--- src/design/fcs_pkg.sv ---
// ----------------------------------------------------------------------------
// fcs_pkg
// Shared constants and types for the filled circle stamp block.
// ----------------------------------------------------------------------------
package fcs_pkg;

  // Canvas size in pixels
  localparam int CANVAS_WIDTH  = 256;
  localparam int CANVAS_HEIGHT = 256;
  localparam int PIXELS        = CANVAS_WIDTH * CANVAS_HEIGHT;

  // Pixel store geometry
  localparam int ADDR_W  = $clog2(PIXELS);
  localparam int PIXEL_W = 24;
  localparam logic [PIXEL_W-1:0] WHITE_PIXEL = 24'hFFFFFF;

  // Coordinate widths: input fields and clamped box ends (0..size)
  localparam int COORD_W = 12;
  localparam int XB_W    = $clog2(CANVAS_WIDTH + 1);
  localparam int YB_W    = $clog2(CANVAS_HEIGHT + 1);
  localparam int XI_W    = $clog2(CANVAS_WIDTH);
  localparam int YI_W    = $clog2(CANVAS_HEIGHT);

  // Signed pixel offset from center, and its square
  localparam int BMAX_W = (XB_W > YB_W) ? XB_W : YB_W;
  localparam int DX_W   = ((BMAX_W > COORD_W) ? BMAX_W : COORD_W) + 2;
  localparam int SQ_W   = 2 * DX_W;

  // Effective radius: (10 bit * 12 bit) >> 8
  localparam int RAD_W   = 10;
  localparam int SCALE_W = 12;
  localparam int PROD_W  = RAD_W + SCALE_W;
  localparam int R_W     = PROD_W - 8;
  localparam int R2_W    = 2 * R_W;
  localparam int CMP_W   = ((SQ_W + 1) > R2_W) ? (SQ_W + 1) : R2_W;

  // Width of box bound arithmetic (center +/- radius)
  localparam int BND_W = ((R_W > COORD_W) ? R_W : COORD_W) + 2;

  // Opcodes
  localparam logic OP_STAMP = 1'b0;
  localparam logic OP_READ  = 1'b1;

  // Pixel write request into the store
  typedef struct packed {
    logic              valid;
    logic [ADDR_W-1:0] addr;
  } wr_req_t;

  // Raster engine status
  typedef struct packed {
    logic busy;
  } rast_stat_t;

endpackage

--- src/design/fcs_raster.sv ---
// ----------------------------------------------------------------------------
// fcs_raster
// Circle raster engine: scales the radius, clamps the bounding box and walks
// it one pixel per cycle, issuing a store write for every box pixel in the disc.
// ----------------------------------------------------------------------------
module fcs_raster import fcs_pkg::*; (
  input  logic                      clk,
  input  logic                      rst,
  input  logic                      start,
  input  logic signed [COORD_W-1:0] cx,
  input  logic signed [COORD_W-1:0] cy,
  input  logic [RAD_W-1:0]          radius,
  input  logic [SCALE_W-1:0]        radius_scale,
  output wr_req_t                   wr,
  output rast_stat_t                stat
);

  localparam logic [1:0] R_IDLE = 2'd0;
  localparam logic [1:0] R_MUL  = 2'd1;
  localparam logic [1:0] R_BOX  = 2'd2;
  localparam logic [1:0] R_WALK = 2'd3;

  localparam logic signed [BND_W-1:0] X_LIM = BND_W'(CANVAS_WIDTH);
  localparam logic signed [BND_W-1:0] Y_LIM = BND_W'(CANVAS_HEIGHT);

  logic [1:0] state;

  logic signed [COORD_W-1:0] cx_q, cy_q;
  logic [R_W-1:0]            r_q;
  logic [R2_W-1:0]           r2_q;
  logic [XB_W-1:0]           x0_q, x1_q, x_q;
  logic [YB_W-1:0]           y0_q, y1_q, y_q;

  logic [PROD_W-1:0]         prod;
  logic signed [BND_W-1:0]   r_s, x_lo, x_hi, y_lo, y_hi;
  logic signed [DX_W-1:0]    dx, dy;
  logic signed [SQ_W-1:0]    dx_sq, dy_sq;

  // walk pipeline stage
  logic              p1_v;
  logic [SQ_W-1:0]   p1_dx2, p1_dy2;
  logic [ADDR_W-1:0] p1_addr;
  logic [CMP_W-1:0]  dist2;

  // clamp a bound to 0..lim
  function automatic logic [BND_W-1:0] clamp_bnd(input logic signed [BND_W-1:0] v,
                                                 input logic signed [BND_W-1:0] lim);
    logic [BND_W-1:0] res;
    if (v < 0) begin
      res = '0;
    end else if (v > lim) begin
      res = lim;
    end else begin
      res = v;
    end
    return res;
  endfunction

  // radius scaling and box bounds
  assign prod = PROD_W'(radius) * PROD_W'(radius_scale);
  assign r_s  = BND_W'(signed'({1'b0, r_q}));
  assign x_lo = BND_W'(cx_q) - r_s;
  assign x_hi = BND_W'(cx_q) + r_s;
  assign y_lo = BND_W'(cy_q) - r_s;
  assign y_hi = BND_W'(cy_q) + r_s;

  // offsets from the center
  assign dx    = DX_W'(signed'({1'b0, x_q})) - DX_W'(cx_q);
  assign dy    = DX_W'(signed'({1'b0, y_q})) - DX_W'(cy_q);
  assign dx_sq = dx * dx;
  assign dy_sq = dy * dy;

  // sequencer
  always_ff @(posedge clk) begin
    if (rst) begin
      state <= R_IDLE;
      p1_v  <= 1'b0;
    end else begin
      p1_v <= 1'b0;
      unique case (state)
        R_IDLE: begin
          if (start) begin
            cx_q  <= cx;
            cy_q  <= cy;
            r_q   <= prod[PROD_W-1:8];
            state <= R_MUL;
          end
        end
        R_MUL: begin
          r2_q  <= R2_W'(r_q) * R2_W'(r_q);
          x0_q  <= XB_W'(clamp_bnd(x_lo, X_LIM));
          x1_q  <= XB_W'(clamp_bnd(x_hi, X_LIM));
          y0_q  <= YB_W'(clamp_bnd(y_lo, Y_LIM));
          y1_q  <= YB_W'(clamp_bnd(y_hi, Y_LIM));
          state <= R_BOX;
        end
        R_BOX: begin
          // empty box: nothing to paint
          if (x0_q >= x1_q || y0_q >= y1_q) begin
            state <= R_IDLE;
          end else begin
            x_q   <= x0_q;
            y_q   <= y0_q;
            state <= R_WALK;
          end
        end
        R_WALK: begin
          p1_v    <= 1'b1;
          p1_dx2  <= $unsigned(dx_sq);
          p1_dy2  <= $unsigned(dy_sq);
          p1_addr <= ADDR_W'(y_q) * ADDR_W'(CANVAS_WIDTH) + ADDR_W'(x_q);
          if (x_q == x1_q - XB_W'(1)) begin
            x_q <= x0_q;
            if (y_q == y1_q - YB_W'(1)) begin
              state <= R_IDLE;
            end else begin
              y_q <= y_q + YB_W'(1);
            end
          end else begin
            x_q <= x_q + XB_W'(1);
          end
        end
        default: state <= R_IDLE;
      endcase
    end
  end

  // disc test on the registered squares
  assign dist2     = CMP_W'(p1_dx2) + CMP_W'(p1_dy2);
  assign wr.valid  = p1_v && (dist2 <= CMP_W'(r2_q));
  assign wr.addr   = p1_addr;
  assign stat.busy = (state != R_IDLE) || p1_v;

endmodule
--- config.mk ---
export PLATFORM = sky130hd
export DESIGN_NAME = fcs_raster
export DESIGN_NICKNAME = d
export VERILOG_FILES = /design/src/design/fcs_pkg.sv /design/src/design/fcs_raster.sv
export SDC_FILE = /design/constraint.sdc
export NUM_CORES = 2
export LEC_CHECK = 0
export BUFFER_PORTS_ARGS = -buffer_cell sky130_fd_sc_hd__buf_2
export CAP_MARGIN = 30
export CORE_ASPECT_RATIO = 0.75
export CORE_UTILIZATION = 45
export DETAILED_ROUTE_END_ITERATION = 10
export GPL_ROUTABILITY_DRIVEN = 0
export SLEW_MARGIN = 20
export SYNTH_ARGS = -nofsm -noshare
export SYNTH_HDL_FRONTEND = slang
export SYNTH_SLANG_ARGS = --single-unit
export TNS_END_PERCENT = 50
--- constraint.sdc ---
create_clock -name clk -period 19.22 [get_ports clk]
set_clock_uncertainty 0.2 [all_clocks]
set_input_delay 1.922 -clock clk [delete_from_list [all_inputs] [get_ports clk]]
set_output_delay 1.922 -clock clk [all_outputs]
set_load 0.005 [all_outputs]
== Yosys cells after proc, flatten, opt, wreduce, memory -nomap -nowiden ==
Index checks and enable logic that the tools add are counted.
Cells by class
  add/subtract/negate cells: 12
  $mul: 4
  div/mod/pow operators: 0
  order comparisons: 11
  equal/unequal tests: 10
  shift-type cells: 0
  multiplexer cells: 17
  bitwise operators: 1
  reductions and logical operators: 16
Operator list (number)
  9-bit two-way mux: 9
  16-bit by 10-bit greater-than comparator with 1-bit output, second input constant: 4
  16-bit by 1-bit less-than comparator with 1-bit output, second input constant: 4
  13-bit by 13-bit multiplier with 26-bit output: 2
  9-bit case mux with 2 select lines: 2
  12-bit by 15-bit adder with 16-bit output: 2
  12-bit by 15-bit subtractor with 16-bit output: 2
  28-bit by 28-bit adder with 29-bit output: 1
  29-bit by 28-bit less-or-equal comparator with 1-bit output: 1
  14-bit by 14-bit multiplier with 28-bit output: 1
  10-bit by 12-bit subtractor with 13-bit output: 2
  10-bit by 12-bit multiplier with 22-bit output: 1
  9-bit by 1-bit adder with 9-bit output, second input constant: 2
  9-bit == test: 2
  9-bit >= comparator: 2
  9-bit by 1-bit subtractor with 9-bit output, second input constant: 2
  16-bit by 9-bit adder with 16-bit output: 1
  2-bit != test, second input constant: 5
  3-bit AND reduction: 3
  2-bit two-way mux: 4
  2-bit case mux with 4 select lines: 1
  2-bit OR reduction: 4
  5-bit AND reduction: 1
  2-bit == test, second input constant: 2
  other kinds (8): 11
Storage, ports and cells
  register bits after elaboration: 195
  latch bits: 0
  memory bits (writable): 0
  ROM bits: 0
  input bits: 49
  output and inout bits: 18
  logic and storage cells: 90
  memories kept: 0

== Depth between registers and ports, before layout ==
  depth after elaboration: 5
  mapped depth: 34
  gate-level depth less buffers: 33

== Worst setup path before layout ==
OpenSTA, ideal clock, no wires.
  kind: flip-flop to flip-flop
  from: register x_q[0]
  to: register p1_dx2[26], data pin
  library setup time: 260 ps
  arrival time: 8054 ps
  data required time: 18760 ps
  path slack: 10706 ps
  cell stages (with the launch flop): 32
  buffers on the path: 2
  clock period less this slack: 8514 ps
  cells stage by stage: edfxtp_1 > inv_1 > ha_1 > fa_1 > nor2b_1 > o21ai_0 > a21boi_0 > o31ai_1 > a21o_1 > o21a_1 > buf_2 > inv_1 > clkbuf_1 > nor2_1 > fa_1 > inv_1 > fa_1 > inv_1 > fa_1 > fa_1 > fa_1 > ha_1 > ha_1 > and3_1 > and3_1 > o311a_1 > or3_1 > a31oi_1 > o21ai_0 > a21o_1 > a21oi_1 > xnor2_1
Between the ends
  longest elaborated chain between the ends: 2
Ends and longest elaborated chain
  start: declaration: line fcs_raster.sv:31  | logic [XB_W-1:0] x0_q, x1_q, x_q;
  start signal: assignment: line fcs_raster.sv:102  | x_q <= x0_q;
  start signal: assignment: line fcs_raster.sv:113  | x_q <= x0_q;
  start signal: assignment: line fcs_raster.sv:120  | x_q <= x_q + XB_W'(1);
  10-bit by 12-bit subtractor with 13-bit output: line fcs_raster.sv:68  | assign dx = DX_W'(signed'({1'b0, x_q})) - DX_W'(cx_q);
  13-bit by 13-bit multiplier with 26-bit output: line fcs_raster.sv:70  | assign dx_sq = dx * dx;
  net dx_sq[25]: line fcs_raster.sv:37  | logic signed [SQ_W-1:0] dx_sq, dy_sq;
  end signal: assignment: line fcs_raster.sv:109  | p1_dx2 <= $unsigned(dx_sq);
  end: declaration: line fcs_raster.sv:41  | logic [SQ_W-1:0] p1_dx2, p1_dy2;
The timed path passes the listed nets, and every way through them passes these cells.
A chain may end at the register's enable or synchronous reset.

== Worst setup path in the final report ==
Ends and elaborated chain as after synthesis.

==> run summary <==
Fill cells in the final layout number 6846. In the post-synthesis netlist, the biggest area contributors are fa_1, edfxtp_1, ha_1. Setup repair after global routing left no endpoint under its margin. STA classifies the critical path endpoint as a flop. For the pin with the worst max-slew slack, the measured transition is 0.994 ns.

Setup violations remaining at the end of the flow were counted as 0. Once detail routing completed, the nets flagged for antenna violations numbered 0. Clock-pin slew was measured on the worst setup and hold paths at 0.09 ns.

The min-delay analysis places its worst path in the category flop to flop. The run gives 0 ns as the final setup TNS. Data on the critical path is required at its endpoint by 19.25 ns. When the netlist entered floorplanning its net count stood at 4460. Global routing finished with a remaining overflow of 0.

The number of hold-slack violations in the final timing report was 0; the mean number of vias per cell was 5.22. In this run, CTS created clock tree buffers numbering 17. In this run, post-CTS hold repair placed 0 buffers. The async set-or-reset flop fraction in the synthesized netlist is 0%, and the fraction of synthesized cell area taken by the top area cell type is 29.3%.

From bottom edge to top edge, the die measures 237 µm. Once the floorplan was initialized, standard cells occupied 45.8% of the core. For this run, the total global-route usage over all layers was measured as 22.5%. STA puts the critical path data arrival time at 9.37 ns. The cell type with the highest aggregate area in the netlist is fa_1.

The final route contains 23500 vias. The placed wire-length estimate came out at 65900 µm. For this run, the detailed router's first-pass iteration total came to 8.

The critical path class was flop to flop. For the DRC violation count after routing, the log shows 4. Entering global routing, the biggest net connects 67 pins.

The mean cell area of the mapped netlist is 9.46 µm². Number of DRC violations after detailed-routing iteration 0: 1485. Number of antenna violations at the first check in global routing: 1. The floorplan step set the die width to 315 µm. In this run the deepest clock path goes through 2 buffers. The slowest stage of the critical path belongs to the cell fa_1.

The net count of the finished layout is 4491. In this design, the critical path's most frequently occurring cell is fa_1. The fraction of layout cells with a size suffix above 1 was 5.00%. Counting instances, the worst hold path has a depth of 2. For the max-capacitance violation count, the log shows 0. In the finished design, the share of the clock period the worst path needs comes to 48.6%. The final reports fail on design-rule violations. The number of buffers and inverters on the critical path is 4.

The final layout contains routed wiring with a total length of 79400 µm. For the post-synthesis instance area, the log shows 0.0331 mm². TritonCTS built the clock tree. The tools report the number of global-route vias before repair as 23900. The kind of launch point of the worst setup path is a flop. After floorplanning, the core was sized to cover 0.0722 mm².

Synthesis handed over a netlist of 3494 instances. For this design the top-level I/O count stands at 67. The shortest clock period the worst path allows after layout was 9.33 ns; the average wire per standard cell was 17.7 µm. Yosys mapped the design onto 89 distinct sky130hd cell types.

The clock tree synthesis step divided the H-tree into 4 levels. In this run, synthesis produced a sequential element count of 188. The worst pin sits at a relative slew slack of 32.9%. For the worst-skew pair, the clock arrives at the later sink with an insertion delay of 0.50 ns.

The number of cells on the worst reg-to-reg path is 29. For the post-CTS setup buffer count, the log shows 0. Derived from the worst setup path, the maximum achievable clock frequency is 107 MHz.

The die covers 0.0746 mm². The run finished, with violations left. The largest single stage delay on the critical path is 0.84 ns. The number of input and output port buffers inserted was 66; the fraction of the yosys area taken by sequential cells was 17.0%. Once the clock tree was built, the resizer swapped 0 gates to a different size.

Along the worst path, the maximum fanout reaches 14. The area overhead of the layout relative to synthesis works out to 6.07%. The number of rows created at floorplan was 85; the max-slew violation count was 0. During synthesis, Yosys emitted a total of 0 warnings. Wire length of the first global-routing pass: 130000 µm.

The total stage count of the critical path is 29. The tree is rooted in a clkbuf_16. The synthesized design contains 185 enable-type register cells. For this run, the leading register cell type out of synthesis is edfxtp_1. CTS saw 188 sinks. The cell type group with the largest total delay on the critical path was adder cells.
-- routing by layer --
layer,routed length (µm),global-route usage [%],up-vias
met5,0,0,-
met4,1470,5.24,0
met3,5520,4.45,67
met2,33100,32.5,592
met1,39300,34.2,11500
li1,-,-,11300
-- registers in the layout, summed over array words and instances, names as in the netlist, 9 cells and up --
signal,flops
y_q,9
p1_addr,16
r_q,14
p1_dy2,25
r2_q,27
p1_dx2,25
x0_q,9
cx_q,12
y0_q,9
cy_q,12
x1_q,9
x_q,9
y1_q,9
-- stage by stage --
stage / cells / setup slack (ns) / area, µm² / hold slack, ns / util (%)
2_1_floorplan: 3494 / 10.71 / 33100 / 0.252 / -
3_3_place_gp: 4461 / 10.08 / 34400 / 0.344 / 47.7
3_5_place_dp: 4462 / 9.92 / 34500 / 0.357 / 47.7
4_1_cts: 4494 / 9.86 / 35100 / 0.383 / 48.5
5_1_grt: 4495 / 9.16 / 35100 / 0.409 / 48.6
6_report: 4496 / 9.89 / 35100 / 0.380 / 48.6
-- worst paths after layout --
check	start	to	slack, ns
worst max-delay path	x_q[0]$_DFFE_PP_	p1_dx2[26]$_DFFE_PP_	9.89
worst min-delay path	y0_q[8]$_SDFFCE_PN0P_	y_q[8]$_DFFE_PP_	0.38
worst max register to register	x_q[0]$_DFFE_PP_	p1_dx2[26]$_DFFE_PP_	9.89
worst min register to register	y0_q[8]$_SDFFCE_PN0P_	y_q[8]$_DFFE_PP_	0.38
-- worst min-delay path: stages, from the launching register on --
cell and delay (ns):
edfxtp_1 0.36, nand2_1 0.05, o21ai_0 0.06
-- cell type report --
cell class                      instances  area [µm²]  share of cell area, %
Clock buffer                           17         425                   1.21
Antenna cell                            1        2.50                0.00714
Multi-Input combinational cell       2508       24400                   69.7
Tap cell                              957        1200                   3.42
Timing Repair Buffer                   89         503                   1.43
Sequential cell                       188        5620                   16.0
Inverter                              721        2710                   7.72
Clock inverter                         15         165                  0.471
-- cells in the final DEF, fill, tap and decap left out, types with 19 or more instances in the layout --
cell	netlist	layout
o21a_1	32	32
clkinv_1	19	19
buf_2	7	66
nand3_1	36	36
xor2_1	67	67
buf_4	2	23
o21ai_0	92	92
inv_1	700	700
nor3_1	38	38
a21oi_1	140	140
and2_1	67	67
edfxtp_1	185	185
nand4_1	22	22
nor2_1	287	286
nand2_1	273	273
nor2b_1	37	37
fa_1	483	483
a21o_1	48	48
nand2b_1	38	38
ha_1	434	434
xnor2_1	149	148
-- synthesized netlist by cell type (all sizes together), types with 5 or more instances --
library cell  instances
a211oi               18
a21boi                9
a21o                 48
a21oi               140
a311oi                5
a31o                  6
a31oi                16
and2                 67
and3                 17
buf                  10
clkbuf               67
clkinv               19
edfxtp              185
fa                  483
ha                  434
inv                 702
mux2                 11
mux2i                 7
nand2               273
nand2b               38
nand3                37
nand3b                6
nand4                22
nor2                287
nor2b                37
nor3                 38
nor3b                 7
nor4                 17
o211ai               11
o21a                 32
o21ai                95
o21bai               15
o22ai                 5
o31ai                13
o41ai                 6
or2                  14
or3                  11
or4                   5
xnor2               149
xor2                 67
-- cells by family after synthesis --
group	share of synthesized area, %
other	0.0113
AND/OR/NAND/NOR	12.6
adder cells (fa/ha/maj)	45.7
flip-flops	17.0
XOR/XNOR	5.72
multiplexers	0.587
AO/OA/AOI/OAI	9.32
buffers and inverters	9.13
Power is left out: the tool's default activity adds up to more than one toggle a clock period on the data nets, which glitch-free logic cannot reach.
